`config.mk`:
```
export PLATFORM = sky130hd
export DESIGN_NAME = key_press_long_press_scanner_flat
export DESIGN_NICKNAME = d
export VERILOG_FILES = /design/src/kpls_pkg.sv /design/src/kpls_ifs.sv /design/src/key_press_long_press_scanner.sv /design/src/kpls_lane.sv /design/src/kpls_merge.sv /design/src/flat_wrapper.sv
export SDC_FILE = /design/constraint.sdc
export NUM_CORES = 1
export LEC_CHECK = 0
export ABC_AREA = 1
export BUFFER_PORTS_ARGS = -buffer_cell sky130_fd_sc_hd__clkbuf_2
export CORE_MARGIN = 3
export CORE_UTILIZATION = 44
export CTS_CLUSTER_SIZE = 28
export DETAILED_ROUTE_END_ITERATION = 7
export PLACE_DENSITY = 0.64
export SETUP_SLACK_MARGIN = 0.5
export SYNTH_ARGS = -nofsm -noshare
export SYNTH_HDL_FRONTEND = slang
export SYNTH_SLANG_ARGS = --single-unit
```
`constraint.sdc`:
```
create_clock -name clk -period 2.38 [get_ports clk]
set_input_delay 0.476 -clock clk [delete_from_list [all_inputs] [get_ports clk]]
set_output_delay 0.476 -clock clk [all_outputs]
set_load 0.02 [all_outputs]
```
`src/kpls_pkg.sv`:
```
// shared constants, types and codes for the key press / long press scanner
// no dependencies
`default_nettype none

package kpls_pkg;

	localparam int KEY_COUNT  = 5;
	localparam int LEVEL_BITS = 5;
	localparam int CODE_W     = 4;
	localparam int COUNT_W    = 8;
	localparam int HOLD_W     = 4;
	localparam int OP_W       = 2;
	localparam int CFG_IDX_W  = 2;
	localparam int CFG_DATA_W = 8;

	// request opcodes
	localparam logic [OP_W-1:0] OP_SCAN  = 2'd0;
	localparam logic [OP_W-1:0] OP_GET   = 2'd1;
	localparam logic [OP_W-1:0] OP_FLUSH = 2'd2;

	// configuration register indexes
	localparam logic [CFG_IDX_W-1:0] REG_LONG    = 2'd0;
	localparam logic [CFG_IDX_W-1:0] REG_REPEAT  = 2'd1;
	localparam logic [CFG_IDX_W-1:0] REG_RELEASE = 2'd2;

	localparam logic [COUNT_W-1:0] LONG_RESET    = 8'd25;
	localparam logic [COUNT_W-1:0] REPEAT_RESET  = 8'd50;
	localparam logic [HOLD_W-1:0]  RELEASE_RESET = 4'd4;

	localparam logic [CODE_W-1:0] CODE_NONE = '0;

	typedef struct packed {
		logic [COUNT_W-1:0] long_ticks;
		logic [COUNT_W-1:0] repeat_ticks;
		logic [HOLD_W-1:0]  release_ticks;
	} cfg_t;

	typedef struct packed {
		logic short_hit;
		logic long_hit;
	} post_t;

	typedef struct packed {
		logic              hit;
		logic [CODE_W-1:0] code;
	} merge_t;

endpackage

`default_nettype wire

```
`src/kpls_ifs.sv`:
```
// valid/ready channel interfaces: scan request, key code response, config write
// depends on kpls_pkg
`default_nettype none

interface kpls_req_if;
	import kpls_pkg::*;
	logic                  valid;
	logic                  ready;
	logic [OP_W-1:0]       opcode;
	logic [LEVEL_BITS-1:0] key_levels;
	modport source (output valid, opcode, key_levels, input ready);
	modport sink (input valid, opcode, key_levels, output ready);
endinterface

interface kpls_rsp_if;
	import kpls_pkg::*;
	logic              valid;
	logic              ready;
	logic [CODE_W-1:0] key_code;
	modport source (output valid, key_code, input ready);
	modport sink (input valid, key_code, output ready);
endinterface

interface kpls_cfg_if;
	import kpls_pkg::*;
	logic                  valid;
	logic                  ready;
	logic [CFG_IDX_W-1:0]  index;
	logic [CFG_DATA_W-1:0] data;
	modport source (output valid, index, data, input ready);
	modport sink (input valid, index, data, output ready);
endinterface

`default_nettype wire

```
`src/key_press_long_press_scanner.sv`:
```
// top level: config registers, key lanes, merge, key buffer and response register
// depends on kpls_pkg, kpls_ifs, kpls_lane, kpls_merge
//
// channel | dir  | accepted when          | payload
// req     | sink | req.valid & req.ready  | opcode, key_levels
// rsp     | src  | rsp.valid & rsp.ready  | key_code
// cfg     | sink | cfg.valid (ready high) | index, data
//
// one request per cycle while req.ready is high; its response appears in the
// response register the cycle after the transfer.
// all key lanes update in parallel in the cycle of a scan transfer.
// req.ready drops only while a response is held and rsp.ready is low.
// reset clears the lanes and the buffer and loads the default thresholds.
`default_nettype none

module key_press_long_press_scanner
	import kpls_pkg::*;
(
	input wire logic  clk,
	input wire logic  arst_n,
	kpls_req_if.sink  req,
	kpls_rsp_if.source rsp,
	kpls_cfg_if.sink  cfg
);

	cfg_t              cfg_q;
	logic [CODE_W-1:0] buffer_q;
	logic              rsp_valid_q;
	logic [CODE_W-1:0] rsp_code_q;
	logic              req_xfer, scan_en;
	logic [KEY_COUNT-1:0] pressed;
	post_t             posts [KEY_COUNT];
	merge_t            merged;

	assign cfg.ready = 1'b1;
	assign req.ready = !rsp_valid_q || rsp.ready;
	assign req_xfer  = req.valid && req.ready;
	assign scan_en   = req_xfer && (req.opcode == OP_SCAN);

	always_ff @(posedge clk or negedge arst_n) begin
		if (!arst_n) begin
			cfg_q.long_ticks    <= LONG_RESET;
			cfg_q.repeat_ticks  <= REPEAT_RESET;
			cfg_q.release_ticks <= RELEASE_RESET;
		end else if (cfg.valid) begin
			unique case (cfg.index)
				REG_LONG:    cfg_q.long_ticks    <= cfg.data;
				REG_REPEAT:  cfg_q.repeat_ticks  <= cfg.data;
				REG_RELEASE: cfg_q.release_ticks <= cfg.data[HOLD_W-1:0];
				default: ;
			endcase
		end
	end

	// keys without a level bit read as released
	for (genvar k = 0; k < KEY_COUNT; k++) begin : g_lane
		if (k < LEVEL_BITS) begin : g_lvl
			assign pressed[k] = !req.key_levels[k];
		end else begin : g_none
			assign pressed[k] = 1'b0;
		end
		kpls_lane u_lane (
			.clk     (clk),
			.arst_n  (arst_n),
			.en      (scan_en),
			.pressed (pressed[k]),
			.cfg     (cfg_q),
			.post    (posts[k])
		);
	end

	kpls_merge u_merge (
		.posts  (posts),
		.merged (merged)
	);

	always_ff @(posedge clk or negedge arst_n) begin
		if (!arst_n) begin
			buffer_q    <= CODE_NONE;
			rsp_valid_q <= 1'b0;
		end else begin
			if (req_xfer) begin
				unique case (req.opcode)
					OP_SCAN:  if (merged.hit) buffer_q <= merged.code;
					OP_GET:   buffer_q <= CODE_NONE;
					OP_FLUSH: buffer_q <= CODE_NONE;
					default: ;
				endcase
			end
			if (req_xfer) begin
				rsp_valid_q <= 1'b1;
			end else if (rsp.ready) begin
				rsp_valid_q <= 1'b0;
			end
		end
	end

	always_ff @(posedge clk) begin
		if (req_xfer) begin
			rsp_code_q <= (req.opcode == OP_GET) ? buffer_q : CODE_NONE;
		end
	end

	assign rsp.valid    = rsp_valid_q;
	assign rsp.key_code = rsp_code_q;

endmodule

`default_nettype wire

```
`src/kpls_lane.sv`:
```
// per-key lane: press counter, release hold-off and long flag
// depends on kpls_pkg
`default_nettype none

module kpls_lane
	import kpls_pkg::*;
(
	input  wire logic clk,
	input  wire logic arst_n,
	input  wire logic en,
	input  wire logic pressed,
	input  wire cfg_t cfg,
	output post_t     post
);

	logic [COUNT_W-1:0] count_q, count_d, base_count, inc;
	logic [HOLD_W-1:0]  hold_q, hold_d;
	logic               long_q, long_d;

	always_comb begin
		count_d    = count_q;
		hold_d     = hold_q;
		long_d     = long_q;
		post       = '0;
		base_count = count_q;
		inc        = '0;
		if (pressed) begin
			// a fresh press starts from a cleared count and flag
			if (hold_q == '0) begin
				base_count = '0;
				long_d     = 1'b0;
			end
			hold_d = cfg.release_ticks;
			inc    = base_count + COUNT_W'(1);
			if (inc == cfg.long_ticks) begin
				post.long_hit = 1'b1;
				long_d        = 1'b1;
			end
			count_d = (inc >= cfg.repeat_ticks) ? '0 : inc;
		end else if (hold_q != '0) begin
			hold_d = hold_q - HOLD_W'(1);
			post.short_hit = (hold_q == HOLD_W'(1)) && !long_q;
		end
	end

	always_ff @(posedge clk or negedge arst_n) begin
		if (!arst_n) begin
			count_q <= '0;
			hold_q  <= '0;
			long_q  <= 1'b0;
		end else if (en) begin
			count_q <= count_d;
			hold_q  <= hold_d;
			long_q  <= long_d;
		end
	end

endmodule

`default_nettype wire

```
`src/kpls_merge.sv`:
```
// merges lane posts into one key code, highest key index wins
// depends on kpls_pkg
`default_nettype none

module kpls_merge
	import kpls_pkg::*;
(
	input  wire post_t posts [KEY_COUNT],
	output merge_t     merged
);

	always_comb begin
		merged = '0;
		for (int k = 0; k < KEY_COUNT; k++) begin
			if (posts[k].long_hit) begin
				merged.hit  = 1'b1;
				merged.code = CODE_W'(1 + KEY_COUNT + k);
			end else if (posts[k].short_hit) begin
				merged.hit  = 1'b1;
				merged.code = CODE_W'(1 + k);
			end
		end
	end

endmodule

`default_nettype wire

```
`src/flat_wrapper.sv`:
```
// flat-port wrapper written by rule: the top's interface ports become plain ports
module key_press_long_press_scanner_flat import kpls_pkg::*;
  (clk, arst_n, req_valid, req_opcode, req_key_levels, req_ready, rsp_valid, rsp_key_code, rsp_ready, cfg_valid, cfg_index, cfg_data, cfg_ready);
  kpls_req_if req_i ();
  kpls_rsp_if rsp_i ();
  kpls_cfg_if cfg_i ();
  input wire logic clk;
  input wire logic arst_n;
  input wire logic [$bits(req_i.valid)-1:0] req_valid;
  input wire logic [$bits(req_i.opcode)-1:0] req_opcode;
  input wire logic [$bits(req_i.key_levels)-1:0] req_key_levels;
  output wire logic [$bits(req_i.ready)-1:0] req_ready;
  output wire logic [$bits(rsp_i.valid)-1:0] rsp_valid;
  output wire logic [$bits(rsp_i.key_code)-1:0] rsp_key_code;
  input wire logic [$bits(rsp_i.ready)-1:0] rsp_ready;
  input wire logic [$bits(cfg_i.valid)-1:0] cfg_valid;
  input wire logic [$bits(cfg_i.index)-1:0] cfg_index;
  input wire logic [$bits(cfg_i.data)-1:0] cfg_data;
  output wire logic [$bits(cfg_i.ready)-1:0] cfg_ready;
  assign req_i.valid = req_valid;
  assign req_i.opcode = req_opcode;
  assign req_i.key_levels = req_key_levels;
  assign req_ready = req_i.ready;
  assign rsp_valid = rsp_i.valid;
  assign rsp_key_code = rsp_i.key_code;
  assign rsp_i.ready = rsp_ready;
  assign cfg_i.valid = cfg_valid;
  assign cfg_i.index = cfg_index;
  assign cfg_i.data = cfg_data;
  assign cfg_ready = cfg_i.ready;
  key_press_long_press_scanner u_core (.clk(clk), .arst_n(arst_n), .req(req_i), .rsp(rsp_i), .cfg(cfg_i));
endmodule
```
==> results by group, run 1 <==
Run status
  – Status: finished with violations
  – Failing checks: negative setup slack

Logic synthesis
  – Most common cell in the netlist: nand2_1
  – Post-synth EDFFs: 4
  – Synth Warn #: 0
  – Seq cells post-synth: 94
  – Seq/Total Area, Yosys: 33.2%
  – Mapped Cells: approximately 1.0k
  – Netlist Area Pre-Place: 0.00717 mm2
  – Most area-consuming cells after synthesis: dfrtp_1 29%, nand2_1 14%, ha_1 9.9%
  – List of most frequent post-synthesis cells: 259 x nand2_1, 168 x inv_1, 114 x nand3_1
  – Post-synth top area share: between 20% and 30%
  – Post-synth ARST share: 95.7%
  – Yosys cell types: 44
  – Post-synth top area cell: dfrtp_1
  – Top FF cell, synth: dfrtp_1
  – Mapped Nets: approximately 1.1k
  – Syn_area_per_cell: 6.98 um2

Die
  – Die area: 0.0179 mm2
  – # IOs: 29
  – Die Ht: between 100 and 150 um
  – Cell Rows: between 40 and 50
  – Initial core utilization: between 40 and 50%
  – DIE WIDTH: 134 um
  – Total core area: between 0.015 and 0.02 mm2

Timing
  – RSZ-0062 raised after global routing: true
  – Worst-Margin Slew: around 580 ps
  – Clk_skew: 7.04 ps
  – Tcrit/Tclk final: 109%
  – WHS: just over 50 ps
  – # setup viols final: 38
  – Max_slew headroom: between 60% and 70%
  – Setup Total Neg Slack: -4210 ps
  – Setup WS post-layout: -219 ps
  – Final hold vios: 0
  – Crit path time final: 2600 ps
  – Maximum clock frequency: between 0.3 and 0.4 GHz
  – Pins Over Slew Limit: 0

Drt
  – Drt total wl: approximately 24 mm
  – DR iter-0 viols: around 420
  – Met3 Wirelength: around 1.4 mm
  – Top Layer Used: met4
  – DRT antenna net count: 0
  – DRT Pass-1 Iters: 6
  – Post-Route M1 WL: between 10 and 15 mm
  – Drc violations: 0
  – Vias per cell: roughly 5.2
  – Drt wl/cell: roughly 16 um
  – Total number of vias: 7712
  – WL met2: 11.3 mm

Pwr
  – VDD IR-drop max: approximately 550 uV
  – Internal: about 6.4 mW
  – Switch Pwr: 5.04 mW
  – Clock network power share: 14.5%
  – Pleak: ~5.2 nW
  – Power, Total: roughly 11 mW
  – Comb pwr share: a little over three fifths
  – Seq pwr share: 22.3%
  – PD cells: roughly 1100 mW/mm2
  – Switching Share: 44.1%

Worst setup path
  – Crit. End Element: register
  – Worst path slowest cell: dfrtp_1
  – Cell family with most CP delay: simple AND/OR/NAND/NOR gates
  – Required time of the worst setup path: approximately 2600 ps
  – Crit path DAT: about 2900 ps
  – RR Endpoint: u_core.buffer_q[0]$_DFFE_PN0P_
  – Max stage delay on crit path: 360 ps
  – CP bufs+invs: 2
  – Reg2reg setup slack: -220 ps
  – CP startpoint kind: register
  – Setup CP Type: register to register
  – Most frequent cell on the critical path: nand2_2
  – Critical path, cell by cell: inv_2 -> ha_4 -> nand2_4 -> inv_6 -> nor2_4 -> ha_4 -> xnor2_2 -> nand2_1 -> nor2_1 -> nand3_1 -> nor2_1 -> nand2_1 -> nor2_2 -> nand4_1 -> nand2_2 -> nor2_2 -> nand2_2 -> nand2_4 -> nand2_2 -> o21ai_1
  – Reg2reg start: u_core.g_lane[3].u_lane.hold_q[0]$_DFFE_PN0P_
  – R2r worst-path depth: 20
  – CP max FO: 5

Place
  – # port buffers: 27
  – Post-DP Area: 0.00893 mm2
  – Placed cell count: 1394
  – HPWL after DPL: between 15 and 20 mm
  – Pre-CTS setup slack: -177 ps
  – Placer congestion estimate: 0.913

Global routing
  – GRT Total Usage: about a quarter
  – Initial antenna violation count: 0
  – Grt total ovfl: 0
  – Vias in the first global route: between 7k and 8k
  – Largest net degree at the start of global routing: 39
  – First-pass GRT wire length: around 36 mm

Clock tree
  – CTS tree: yes
  – CTS Buffer Depth: 2
  – Clock latency on the worst-skew pair: 360 ps
  – TritonCTS Buffers: 9
  – CTS sink count: 94
  – CTS root buf: clkbuf_16
  – Clk slew on worst S/H paths: 70 ps
  – H-tree depth: 3

Hold path
  – HP Class: input pin to asynchronous set/reset pin

Final layout
  – Non-filler cells, final: between 1k and 1.5k
  – Nets: approximately 1.3k
  – Share of layout cells above drive strength 1: around two fifths
  – Area Overhead vs Synth: 49.1%
  – Post-layout util: between 60% and 70%
  – Final Cell Area: 0.0107 mm2
  – # diodes: 0

Job
  – Max-cap viol count: 0
## final cells by class
class | instances | area, um2
Clock buffer | 10 | 239
Timing Repair Buffer | 226 | 1760
Multi-Input combinational cell | 740 | 5250
Tap cell | 216 | 270
Clock inverter | 6 | 91.3
Fill cell | 1246 | 5250
Sequential cell | 94 | 2380
Inverter | 177 | 707
## worst max-delay path by stage
| stage | cells past startpoint | start | to | slack, ps |
|---|---|---|---|---|
| global placement | 19 | u_core.g_lane[4].u_lane.hold_q[1]$_DFFE_PN0P_ | u_core.g_lane[4].u_lane.count_q[6]$_DFFE_PN0P_ | -160 |
| CTS | 20 | u_core.g_lane[3].u_lane.hold_q[0]$_DFFE_PN0P_ | u_core.buffer_q[0]$_DFFE_PN0P_ | -170 |
| finish | 20 | u_core.g_lane[3].u_lane.hold_q[0]$_DFFE_PN0P_ | u_core.buffer_q[0]$_DFFE_PN0P_ | -220 |
| detailed placement | 19 | u_core.g_lane[2].u_lane.hold_q[0]$_DFFE_PN0P_ | u_core.g_lane[2].u_lane.count_q[6]$_DFFE_PN0P_ | -180 |
| floorplan | 19 | u_core.g_lane[3].u_lane.hold_q[0]$_DFFE_PN0P_ | u_core.g_lane[3].u_lane.count_q[7]$_DFFE_PN0P_ | -9 |
| global route | 20 | u_core.g_lane[4].u_lane.hold_q[0]$_DFFE_PN0P_ | u_core.buffer_q[0]$_DFFE_PN0P_ | -360 |
## cells by family after synthesis
kind of cell / synth area share, %
simple gates: 31.5
other cells: 0.0523
fa+ha+maj: 9.94
compound gates: 13.1
flops: 33.2
xor+xnor: 1.34
buf+inv: 10.8
## flip-flops by register name, indices dropped and copies added (netlist names)
register and count:
u_core.g_lane.u_lane.count_q 40, u_core.cfg_q 20, u_core.g_lane.u_lane.hold_q 20, u_core.g_lane.u_lane.long_q 5
u_core.buffer_q 4, u_core.rsp.key_code 4, u_core.rsp.valid 1
## layer usage
layer  vias to the layer above  GRT usage [%]
li1                       3825              -
met1                      3574           35.1
met2                       249           41.5
met3                        64           3.89
met4                         0           8.17
met5                         -              0
## cells in the final DEF, fill, tap and decap left out, types with 22 or more instances in the layout
| cell type | synthesis | routed |
|---|---|---|
| a21oi_1 | 34 | 24 |
| buf_4 | 1 | 178 |
| clkbuf_2 | 0 | 26 |
| dfrtp_1 | 83 | 83 |
| ha_1 | 57 | 34 |
| ha_4 | 0 | 23 |
| inv_1 | 168 | 137 |
| inv_2 | 9 | 28 |
| nand2_1 | 259 | 219 |
| nand2_2 | 11 | 39 |
| nand3_1 | 114 | 70 |
| nand3_2 | 3 | 40 |
| nand4_1 | 22 | 22 |
| nor2_1 | 57 | 31 |
| nor2_4 | 0 | 24 |
| o21ai_0 | 90 | 60 |
| o21ai_1 | 4 | 23 |
## power groups by stage
stage	Sequential (mW)	Clock, mW	Combinational [mW]
detailed placement	2.51	0	5.44
floorplan	2.41	0	3.54
finish	2.55	1.66	7.22
global placement	2.50	0	5.36
global route	2.59	1.74	7.92
CTS	2.51	1.67	6.30
## repair_timing
item	4_1_cts	5_1_grt
setup buffers	36	20
pin swaps	74	65
gates cloned	3	0
hold buffers	0	0
endpoints found under the setup margin	49	59
gates resized for setup	99	125
endpoints found under the hold margin	0	0
Power figures use the tool's default switching activity.
==> run 2: changes to the inputs <==
--- a/config.mk
+++ b/config.mk
@@ -10,6 +10,8 @@
 export CORE_MARGIN = 3
 export CORE_UTILIZATION = 44
+export CTS_BUF_LIST = sky130_fd_sc_hd__clkbuf_8
 export CTS_CLUSTER_SIZE = 28
 export DETAILED_ROUTE_END_ITERATION = 7
+export HOLD_SLACK_MARGIN = 0.08
 export PLACE_DENSITY = 0.64
 export SETUP_SLACK_MARGIN = 0.5
==> constraint.sdc (replaced) <==
create_clock -name clk -period 2.38 [get_ports clk]
set_input_delay 0.119 -clock clk [delete_from_list [all_inputs] [get_ports clk]]
set_output_delay 0.119 -clock clk [all_outputs]
set_load 0.02 [all_outputs]
==> run 2 against run 1 <==
  * Critical path type unchanged
  * Register-to-register slack hardly changed
  * Routed wire length fell by 2.6%
  * Die area is the same
  * The flow still finishes with violations (negative setup slack)
  * Final cell count unchanged
  * Flip-flop and latch count is the same
  * Sequential power is essentially flat
  * Hold slack gained 39 ps
  * Highest routed layer unchanged
  * Total power is 7.5% lower
  * Combinational power decreased by 4.7%
==> results by group, run 2 (synthesis results as in run 1) <==
Final layout
  – Most frequent cells in the layout: 231 x nand2_1, 176 x buf_4, 140 x inv_1
  – Most common cell after layout, fill and taps aside: nand2_1
  – Register with the most flip-flops: u_core.g_lane.u_lane.count_q
  – FF+latch area: about 0.0024 mm2
  – Biggest regs: u_core.g_lane.u_lane.count_q (40), u_core.cfg_q (20), u_core.g_lane.u_lane.hold_q (20)
  – Area Overhead vs Synth: 44.4%
  – Nets: approximately 1.3k
  – Max reg flops: 40
  – Area of the multi-input gates: between 0.005 and 0.006 mm2
  – # diodes: 0
  – Fillers: 1383
  – Share of layout cells above drive strength 1: between 30% and 40%

Die
  – Die area: approximately 0.018 mm2
  – Initial core utilization: between 40% and 50%
  – Die Ht: ~130 um
  – # IOs: 29
  – Total core area: between 0.015 and 0.02 mm2
  – Cell Rows: between 40 and 50
  – DIE WIDTH: 134 um

Worst setup path
  – RR Endpoint: u_core.g_lane[3].u_lane.count_q[3]$_DFFE_PN0P_
  – Crit. End Element: register
  – CP startpoint kind: register
  – Crit path from: u_core.g_lane[3].u_lane.hold_q[0]$_DFFE_PN0P_
  – Reg2reg start: u_core.g_lane[3].u_lane.hold_q[0]$_DFFE_PN0P_
  – Required time of the worst setup path: ~2700 ps
  – Setup CP Type: register to register
  – CP max FO: 12
  – Crit path DAT: around 2900 ps
  – CP Capture Point: u_core.g_lane[3].u_lane.count_q[3]$_DFFE_PN0P_
  – Reg2reg setup slack: -200 ps
  – R2r worst-path depth: 14

Global routing
  – Grt total ovfl: 0
  – First-pass GRT wire length: ~35 mm
  – Initial antenna violation count: 0
  – Largest net degree at the start of global routing: 57
  – GRT Total Usage: ~25%
  – Vias in the first global route: about 7k

Timing
  – WHS: a little over 90 ps
  – Pins Over Slew Limit: 0
  – Tcrit/Tclk final: 109%
  – Crit path time final: roughly 2600 ps
  – Final hold vios: 0
  – # setup viols final: between 40 and 50
  – Max_slew headroom: 63.0%
  – Worst-Margin Slew: between 500 and 600 ps
  – Setup WS post-layout: -205 ps
  – Clk_skew: around 17 ps
  – Maximum clock frequency: 0.387 GHz
  – RSZ-0062 raised after global routing: true

Job
  – Max-cap viol count: 0

Clock tree
  – TritonCTS Buffers: 9
  – CTS tree: yes
  – CTS sink count: between 90 and 100
  – Clk slew on worst S/H paths: 110 ps
  – CTS root buf: clkbuf_8
  – CTS Buffer Depth: 2
  – Clock latency on the worst-skew pair: 400 ps
  – H-tree depth: 3

Pwr
  – Pleak: between 5 and 6 nW
  – PD cells: about 1000 mW/mm2
  – Power, Total: ~11 mW
  – VDD IR-drop max: ~580 uV

Drt
  – Drc violations: 0
  – Total number of vias: about 7.6k
  – DR iter-0 viols: a little under 500
  – DRT antenna net count: 0
  – DRT Pass-1 Iters: 5
  – Drt wl/cell: 15.7 um
  – Vias per cell: 5.20
  – Drt total wl: 23.1 mm

Place
  – # port buffers: 27
  – HPWL after DPL: 15.8 mm
  – Placer congestion estimate: between 0.8 and 0.9

Hold path
  – HP Class: input pin to register

Run status
  – Status: finished with violations
  – Failing checks: negative setup slack
-- run 2: cell count changes in the layout (fill, tap and decap cells not counted), sizes merged --
cell | before | now
dlygate4sd3 | 0 | 12
nand2 | 275 | 274
buf | 200 | 189
bufinv | 2 | 1
clkbuf | 36 | 35
clkinv | 1 | 3
-- run 2: worst max-delay path: stages (launching register included) --
cell and delay [ps]:
dfrtp_1 400, inv_2 70, ha_4 170, nand2_4 80, buf_4 190, buf_4 140, nand4_2 110, o21bai_2 170
nand2_1 100, inv_1 100, ha_1 250, a21oi_1 160, o21a_1 140, nand3_2 150, o31ai_2 260
-- run 2: how the worst min path moves through the flow --
stage | to | start | cells after the start
after CTS | u_core.g_lane[0].u_lane.hold_q[1]$_DFFE_PN0P_ | req_key_levels[0] | 3
after floorplan | u_core.buffer_q[0]$_DFFE_PN0P_ | arst_n | 0
after detailed placement | u_core.g_lane[1].u_lane.count_q[4]$_DFFE_PN0P_ | arst_n | 1
after global placement | u_core.g_lane[1].u_lane.count_q[4]$_DFFE_PN0P_ | arst_n | 1
final | u_core.g_lane[0].u_lane.hold_q[1]$_DFFE_PN0P_ | req_key_levels[0] | 3
after global routing | u_core.g_lane[0].u_lane.hold_q[1]$_DFFE_PN0P_ | req_key_levels[0] | 3
-- run 2: cell type report --
cell class,instances,share of cell area [%]
Tap cell,216,2.61
Clock buffer,9,1.20
Sequential cell,94,23.0
Timing Repair Buffer,227,16.8
Clock inverter,7,0.689
Inverter,177,6.78
Multi-Input combinational cell,739,48.9
-- run 2: timing repair --
item / in CTS / in global routing
hold buffers: 12 / 0
setup endpoints to repair: 50 / 65
resized for setup: 78 / 94
buffers inserted: 28 / 23
pin swaps: 60 / 46
cloned: 1 / 0
endpoints found under the hold margin: 56 / 0
-- run 2: where the power goes --
part	switching [mW]	internal, mW	total, mW
registers	0.475	2.06	2.54
clock network	0.646	0.489	1.14
logic	3.69	3.19	6.88
-- run 2: routing by layer --
metal | track usage (%) | part of all wire, % | wire (um)
met5 | 0 | 0 | 0
met3 | 2.68 | 5.2 | 1200
met2 | 40.5 | 47 | 10900
met4 | 9.89 | 3.3 | 760
met1 | 34.5 | 44 | 10200
-- run 2: stage by stage --
stage | TNS (ps) | worst slack [ps] | util, % | instance area, um2 | instances
2_1_floorplan | -9.40 | -9.40 | - | 7560 | 1027
3_3_place_gp | -3070 | -168 | 55.8 | 8890 | 1389
3_5_place_dp | -5370 | -205 | 55.8 | 8890 | 1389
4_1_cts | -2630 | -171 | 61.1 | 9750 | 1446
5_1_grt | -12890 | -465 | 65.0 | 10400 | 1469
6_report | -5820 | -205 | 65.0 | 10400 | 1469
